$ cat src/rtl/core/assert_macros.svh
// Assertion macros shared by the downscaler RTL.
// Depends on nothing; included by files that carry concurrent assertions.
`ifndef ASSERT_MACROS_SVH
`define ASSERT_MACROS_SVH

// Plain property, disabled while reset is asserted (active low).
`define AAD_ASSERT(label, clk, rstn, prop, msg) \
    label: assert property (@(posedge clk) disable iff (!rstn) (prop)) else $error(msg);

// Same-cycle implication, disabled while reset is asserted.
`define AAD_ASSERT_IMPLY(label, clk, rstn, ante, cons, msg) \
    label: assert property (@(posedge clk) disable iff (!rstn) (ante) |-> (cons)) \
        else $error(msg);

// Next-cycle implication, disabled while reset is asserted.
`define AAD_ASSERT_NEXT(label, clk, rstn, ante, cons, msg) \
    label: assert property (@(posedge clk) disable iff (!rstn) (ante) |=> (cons)) \
        else $error(msg);

`endif

$ cat src/rtl/core/aad_ram.sv
// Generic single-port-write, single-port-read RAM with registered read data.
// No dependencies.
module aad_ram #(
    parameter int WIDTH = 8,
    parameter int DEPTH = 16
) (
    input  logic                     aclk,
    input  logic                     we,
    input  logic [$clog2(DEPTH)-1:0] waddr,
    input  logic [WIDTH-1:0]         wdata,
    input  logic [$clog2(DEPTH)-1:0] raddr,
    output logic [WIDTH-1:0]         rdata
);

    logic [WIDTH-1:0] mem [DEPTH];

    always_ff @(posedge aclk) begin
        if (we) begin
            mem[waddr] <= wdata;
        end
        rdata <= mem[raddr];
    end

endmodule

$ cat config.mk
export PLATFORM = sky130hd
export DESIGN_NAME = aad_ram
export DESIGN_NICKNAME = d
export VERILOG_FILES = /design/src/rtl/core/assert_macros.svh /design/src/rtl/core/aad_ram.sv
export SDC_FILE = /design/constraint.sdc
export NUM_CORES = 1
export LEC_CHECK = 0
export BUFFER_PORTS_ARGS = -buffer_cell sky130_fd_sc_hd__buf_2
export CAP_MARGIN = 10
export CELL_PAD_IN_SITES_DETAIL_PLACEMENT = 0
export CELL_PAD_IN_SITES_GLOBAL_PLACEMENT = 1
export CORE_ASPECT_RATIO = 1.4
export CORE_UTILIZATION = 31
export CTS_CLUSTER_DIAMETER = 40
export DETAILED_ROUTE_END_ITERATION = 8
export GPL_ROUTABILITY_DRIVEN = 1
export PLACE_DENSITY_LB_ADDON = 0.1
export SLEW_MARGIN = 20
export SYNTH_ARGS = -nofsm -noshare
export SYNTH_HDL_FRONTEND = slang
export SYNTH_SLANG_ARGS = --single-unit
$ cat constraint.sdc
create_clock -name aclk -period 3.72 [get_ports aclk]
set_input_delay 0.372 -clock aclk [delete_from_list [all_inputs] [get_ports aclk]]
set_output_delay 0.372 -clock aclk [all_outputs]
set_load 0.05 [all_outputs]
==> reports/metrics.yaml, run 1 <==
outcome:
  outcome: "finished clean"
synth:
  ys_warn_count: 0
  synth_cell_type_count: 19
  yosysTopAreaCell: "edfxtp_1"
  syn_area_um2: 5150
  syn_inst: 229
  synth_area_per_cell_um2: 22.5
  seq_area_frac_synth: 0.778
  synth_nets: 247
  synth_top_area_share: 0.747
  synth_area_leaders: "edfxtp_1 75%, mux4_2 7.9%, mux4_1 7.1%"
  synth-seq-cells: 136
setup_path:
  critical_path_arrival_ps: 2100
  path_buf_inv: 2
  crit_path_end_kind: "register"
  critical_path.max_stage_delay_ps: 560
  crit_chain: "buf_2 > buf_12 > mux4_1 > a22oi_1 > nand2_1"
  startpoint: "raddr[0]"
  cp-start-kind: "primary input"
  cpLargestDelayFamily: "buffers and inverters"
  worst-r2r-cell-count: 3
  r2r_slack_ps: 2340
  worst-path-max-fanout: 17
  required_ps: 4010
  cp.depth: 5
  crit_path_end: "rdata[3]"
  r2r-end: "rdata[5]"
  rr_startpoint: "mem[2][5]"
  cpMaxStageDelayCell: "mux4_1"
  critPathKind: "primary input to register"
timing:
  clock_skew_ps: 5.00
  worst_slack_ps: 1920
  slew_headroom: 0.328
  setup_violations: 0
  min_period_ps: 1800
  final-hold-violation-count: 0
  hold_slack_ps: 354
  period_share: 0.485
  max_clock_freq_mhz: 554
  drv_slew: 0
  rsz0062_at_grt: "false"
  fin_tns_setup_ps: 0
  tightestPinTransition_ps: 1000
cts:
  cts_tree: "done"
  h-tree-depth: 4
  clk_pin_slew_worst_paths_ps: 60
  cts_root_buf: "clkbuf_16"
  cts_buffers: 17
  cts_hold_buffers: 0
  cts_setup_buffers: 0
  insertion_delay_ps: 400
  ctsResizeCount: 0
  clkSinkCount: 136
  clockBufferDepth: 2
global_route:
  grtUsageTotal: 0.135
  overflow: 0
  grt_pass1_wl_um: 15800
  grt_antenna_before_repair: 0
  grt_pass1_vias: 2560
  grt_max_degree: 33
floorplanning:
  die_area_um2: 17100
  fp-row-count: 55
  die_h_um: 154
  io-pin-count: 26
  die_x_um: 111
  start_util: 0.318
  core_area_um2: 16200
placement:
  dp_cells: 448
  gp_congestion: 0.666
  place_area_um2: 5490
  portBuffers: 25
  dp_hpwl_um: 6990
  pre_cts_ws_ps: 1430
pwr:
  total_power_mw: 3.67
  p_leak_nw: 2.03
  powerDensity_nw_per_um2: 600
  peakVddDrop_v: 0.000225
drt:
  vias_per_cell: 4.80
  drtPass1Iterations: 4
  wl_um: 10600
  first_iter_violations: 94
  post-route-drc-count: 0
  wire_per_inst_um: 22.1
  ant_nets: 0
  routed-via-count: 2306
job:
  max-cap-violations: 0
layout:
  n_antenna_cell: 0
  drive_gt1_frac: 0.274
  design_area_um2: 6110
  mostFrequentLayoutCells: "128 x edfxtp_1, 25 x buf_2, 18 x mux4_2"
  final_cells: 480
  syn_to_final_growth_pct: 18.7
  final_common_cell: "edfxtp_1"
  final-seq-area_um2: 4000
  nets: 286
  multiInputGateArea_um2: 1060
  fillerInstances: 1470
  final_util: 0.378
min_path:
  hold_path.class: "primary input to register"
  hold_path_depth: 1
cells by family after synthesis:
group | after synthesis | synth area share
AO/OA/AOI/OAI | 16 | 0.0233
flip-flops | 136 | 0.778
multiplexers | 32 | 0.150
AND/OR/NAND/NOR | 35 | 0.0318
buffers and inverters | 10 | 0.0168
state kept, by name, summed over array words and instances, names as in the netlist:
register,flops
mem,128
rdata,8
worst reg2reg max path, cell delays in order, from the launching register on:
cell and delay, ps:
edfxtp_1 370, mux4_1 490, a22oi_1 300, nand2_1 100
cell type report:
cell class	instances	area share
Timing Repair Buffer	30	0.0287
Multi-Input combinational cell	83	0.173
Tap cell	199	0.0407
Sequential cell	136	0.655
Clock buffer	24	0.0788
Clock inverter	8	0.0235
Yosys cell counts, drive strengths merged:
| cell type | count |
|---|---|
| buf | 7 |
| dfxtp | 8 |
| nand3b | 2 |
| edfxtp | 128 |
| nand2 | 9 |
| nor2b | 1 |
| nand2b | 2 |
| or3b | 1 |
| and2b | 1 |
| nor2 | 13 |
| nand3 | 1 |
| a22oi | 16 |
| clkdlybuf4s25 | 3 |
| and2 | 1 |
| mux4 | 32 |
| nor3 | 4 |
metal layers:
metal,vias up,GRT usage,share of wire
met2,50,0.234,0.53
li1,1052,-,-
met1,1193,0.156,0.43
met4,0,0.0590,0.014
met3,11,0.0384,0.029
met5,-,0,0
worst min path at each step:
| stage | startpoint | endpoint | slack, ps |
|---|---|---|---|
| floorplan | wdata[0] | mem[0][0] | 470 |
| global placement | mem[8][1] | rdata[1] | 650 |
| detailed placement | mem[13][3] | rdata[3] | 660 |
| CTS | wdata[1] | mem[7][1] | 340 |
| global route | wdata[1] | mem[7][1] | 350 |
| finish | wdata[1] | mem[7][1] | 350 |
report_power, final:
group | leakage, nW | total (mW) | switching (mW) | internal (mW)
clock network | 0.308 | 1.76 | 0.583 | 1.17
registers | 1.22 | 1.72 | 0.00922 | 1.71
logic | 0.501 | 0.189 | 0.125 | 0.0641
total | 2.03 | 3.67 | 0.717 | 2.95
(Power assumes the default switching activity.)
==> inputs of run 2 (changes only) <==
- clock period: 3.72 -> 1.5 ns (I/O delays scaled with it)
==> reports/metrics.yaml, run 2 (synthesis results as in run 1) <==
cts:
  h-tree-depth: 4
  insertion_delay_ps: 410
  cts_hold_buffers: 0
  cts_buffers: 17
  clkSinkCount: 136
  clk_pin_slew_worst_paths_ps: 60
  cts_setup_buffers: 0
  clockBufferDepth: 2
  cts_tree: "done"
  ctsResizeCount: 0
  cts_root_buf: "clkbuf_16"
setup_path:
  r2r_slack_ps: 130
  crit_path_end_kind: "register"
  worst-path-max-fanout: 1
  worst-r2r-cell-count: 3
  rr_startpoint: "mem[9][1]"
  critical_path_arrival_ps: 1650
  cpLargestDelayFamily: "multiplexers"
  r2r-end: "rdata[1]"
  crit_chain: "mux4_1 > a22oi_1 > nand2_1"
  cpMaxStageDelayCell: "mux4_1"
  critical_path.max_stage_delay_ps: 510
  cp-start-kind: "register"
  path_buf_inv: 0
  critPathKind: "register to register"
  required_ps: 1780
pwr:
  clkPwrFrac: 0.446
  swShare: 0.222
  powerDensity_nw_per_um2: 1390
  p_leak_nw: 2.09
  peakVddDrop_v: 0.000545
  p_int_mw: 6.72
  p_comb_frac: 0.059
  seqPwrFrac: 0.495
  p_switching_mw: 1.92
placement:
  pre_cts_ws_ps: -211
  portBuffers: 25
  dp_cells: 465
  dp_hpwl_um: 7210
  place_area_um2: 5670
  gp_congestion: 0.656
drt:
  first_iter_violations: 113
  wire_per_inst_um: 22.2
  vias_per_cell: 4.87
  drtPass1Iterations: 4
  wl_um: 11000
  post-route-drc-count: 0
  routed-via-count: 2420
  ant_nets: 0
layout:
  design_area_um2: 6230
  nets: 303
  final_common_cell: "edfxtp_1"
  n_antenna_cell: 0
  drive_gt1_frac: 0.329
  syn_to_final_growth_pct: 21.0
  mostFrequentLayoutCells: "128 x edfxtp_1, 25 x buf_2, 18 x mux4_2"
  top_register: "mem"
  largest_reg_flops: 128
  final_cells: 497
  top_regs: "mem: 128 flops, rdata: 8 flops"
timing:
  drv_slew: 0
  worst_slack_ps: 135
  max_clock_freq_mhz: 732
  clock_skew_ps: 9.89
  min_period_ps: 1370
  rsz0062_at_grt: "false"
  tightestPinTransition_ps: 906
  setup_violations: 0
  period_share: 0.910
  final-hold-violation-count: 0
  slew_headroom: 0.395
floorplanning:
  io-pin-count: 26
  die_area_um2: 17100
  fp-row-count: 55
  core_area_um2: 16200
  die_x_um: 111
  start_util: 0.318
  die_h_um: 154
outcome:
  outcome: "finished clean"
min_path:
  min_from: "wdata[6]"
  min_to: "mem[12][6]"
  hold_path_depth: 1
  hold_path.class: "primary input to register"
global_route:
  grtUsageTotal: 0.137
  grt_antenna_before_repair: 0
  grt_pass1_wl_um: 16300
  grt_pass1_vias: 2611
  grt_max_degree: 21
  overflow: 0
job:
  max-cap-violations: 0
## run 2: power by group through the flow
stage          Sequential [mW]  Clock [mW]  Combinational (mW)
2_1_floorplan             4.43           0               0.216
3_3_place_gp              4.35           0               0.523
3_5_place_dp              4.35           0               0.523
4_1_cts                   4.27        3.92               0.523
5_1_grt                   4.28        4.08               0.546
6_report                  4.27        3.85               0.507
## run 2: how the worst max path moves through the flow
| stage | startpoint | cells after the start | end | slack, ps |
|---|---|---|---|---|
| after floorplan | waddr[2] | 2 | mem[3][0] | 80 |
| after global placement | raddr[0] | 5 | rdata[3] | -200 |
| after detailed placement | raddr[0] | 5 | rdata[3] | -210 |
| after CTS | mem[9][3] | 3 | rdata[3] | 30 |
| after global routing | mem[3][6] | 3 | rdata[6] | 70 |
| final | mem[9][1] | 3 | rdata[1] | 130 |
## run 2: cell type report
type / count / area, µm²
clock buffers: 18 / 429
repair buffers: 47 / 353
clock inverters: 14 / 126
fillers: 1474 / 9940
well taps: 199 / 249
flip-flops and latches: 136 / 4000
multi-input cells: 83 / 1070
## run 2: metal layers
metal  up-vias  track usage  wire (µm)
met5         -            0          0
met4         0       0.0571        150
met3        10       0.0294        227
met2        43        0.239       5760
met1      1287        0.164       4890
li1       1080            -          -
## run 2: stage by stage
stage | util | total power, mW | hold WS (ps) | setup TNS (ps)
2_1_floorplan | - | 4.65 | 249 | 0
3_3_place_gp | 0.350 | 4.87 | 553 | -794
3_5_place_dp | 0.350 | 4.88 | 553 | -749
4_1_cts | 0.385 | 8.72 | 118 | 0
5_1_grt | 0.385 | 8.90 | 126 | 0
6_report | 0.385 | 8.63 | 127 | 0
==> inputs of run 3 (changes only) <==
- RECOVER_POWER: default -> 100
==> reports/metrics.yaml, run 3 (synthesis results as in run 1) <==
timing:
  clock_skew_ps: 9.94
  rsz0062_at_grt: "false"
  period_share: 0.906
  slew_headroom: 0.394
  hold_slack_ps: 280
  drv_slew: 0
  max_clock_freq_mhz: 736
  min_period_ps: 1360
  tightestPinTransition_ps: 907
  fin_tns_setup_ps: 0
  setup_violations: 0
  final-hold-violation-count: 0
min_path:
  hold_path.class: "primary input to register"
cts:
  cts_root_buf: "clkbuf_16"
  insertion_delay_ps: 410
  cts_tree: "done"
  h-tree-depth: 4
  clkSinkCount: 136
  clk_pin_slew_worst_paths_ps: 60
  clockBufferDepth: 2
  cts_setup_buffers: 0
  cts_buffers: 17
floorplanning:
  die_x_um: 111
  die_h_um: 154
  start_util: 0.318
  core_area_um2: 16200
  io-pin-count: 26
  die_area_um2: 17100
  fp-row-count: 55
layout:
  nets: 303
  final_common_cell: "edfxtp_1"
  n_antenna_cell: 0
  top_regs: "mem: 128 flops, rdata: 8 flops"
  fillerInstances: 1495
  drive_gt1_frac: 0.232
  mostFrequentLayoutCells: "128 x edfxtp_1, 29 x clkbuf_1, 18 x mux4_2"
  syn_to_final_growth_pct: 19.5
  largest_reg_flops: 128
  top_register: "mem"
drt:
  first_iter_violations: 88
  vias_per_cell: 4.87
  wl_um: 11100
  drtPass1Iterations: 4
  post-route-drc-count: 0
  dr.max_layer_used: "met4"
  routed-via-count: 2422
  ant_nets: 0
  met2RoutedLength_um: 5770
  met3_length_um: 255
  wl_met1_um: 4890
  wire_per_inst_um: 22.3
pwr:
  p_leak_nw: 1.99
  total_power_mw: 8.62
  peakVddDrop_v: 0.000544
  powerDensity_nw_per_um2: 1400
global_route:
  grt_pass1_wl_um: 16300
  grt_antenna_before_repair: 0
  grtUsageTotal: 0.137
  grt_pass1_vias: 2611
  overflow: 0
  grt_max_degree: 21
placement:
  gp_congestion: 0.656
  portBuffers: 25
  dp_hpwl_um: 7210
outcome:
  outcome: "finished clean"
job:
  max-cap-violations: 0
setup_path:
  critical_path_arrival_ps: 1640
  critical_path.max_stage_delay_ps: 510
  worst-path-max-fanout: 1
  path_buf_inv: 0
  required_ps: 1780
  cpMaxStageDelayCell: "mux4_1"
  crit_chain: "mux4_1 > a22oi_1 > nand2_1"
  crit_path_end_kind: "register"
  critPathKind: "register to register"
  cpLargestDelayFamily: "multiplexers"
  cp-start-kind: "register"
## run 3: changes by cell type in the layout (fill, tap and decap cells not counted), sizes merged
cell    before  now
clkbuf      18   53
buf         47   12
## run 3: path summary, 6_finish.rpt
| kind | startpoint | end | slack [ps] | cells past startpoint |
|---|---|---|---|---|
| worst max-delay path | mem[9][1] | rdata[1] | 140 | 3 |
| worst min-delay path | wdata[6] | mem[12][6] | 280 | 1 |
| worst max register to register | mem[9][1] | rdata[1] | 140 | 3 |
| worst min register to register | mem[4][3] | rdata[3] | 660 | 3 |
## run 3: metrics by stage
stage / cells / worst slack (ps) / instance area, µm² / util
global route: 497 / 66.8 / 6150 / 0.380
detailed placement: 465 / -211 / 5670 / 0.350
global placement: 465 / -195 / 5670 / 0.350
floorplan: 229 / 83.9 / 5150 / -
CTS: 497 / 30.5 / 6220 / 0.385
finish: 497 / 141 / 6150 / 0.380
## run 3: power by group
group	switching [mW]	internal, mW
Clock	1.57	2.28
Combinational	0.320	0.171
Sequential	0.0249	4.25
## run 3: layout make-up
| class | count | area [µm²] | share of cell area |
|---|---|---|---|
| Timing Repair Buffer | 47 | 280 | 0.0456 |
| Sequential cell | 136 | 4000 | 0.651 |
| Clock buffer | 18 | 429 | 0.0698 |
| Clock inverter | 14 | 126 | 0.0205 |
| Multi-Input combinational cell | 83 | 1060 | 0.173 |
| Tap cell | 199 | 249 | 0.0405 |
## run 3: worst reg2reg max path, stage by stage, from the launching register on
cell	delay [ps]
edfxtp_1	340
mux4_1	510
a22oi_1	310
nand2_1	80
## run 3: metal layers
layer | up-vias | track usage
li1 | 1080 | -
met1 | 1293 | 0.164
met2 | 39 | 0.239
met3 | 10 | 0.0294
met4 | 0 | 0.0571
met5 | - | 0
## run 3: timing repair
| item | 4_1_cts | 5_1_grt |
|---|---|---|
| gates resized for setup | 0 | 1 |
| setup endpoints to repair | 0 | 1 |
| hold buffers | 0 | 0 |
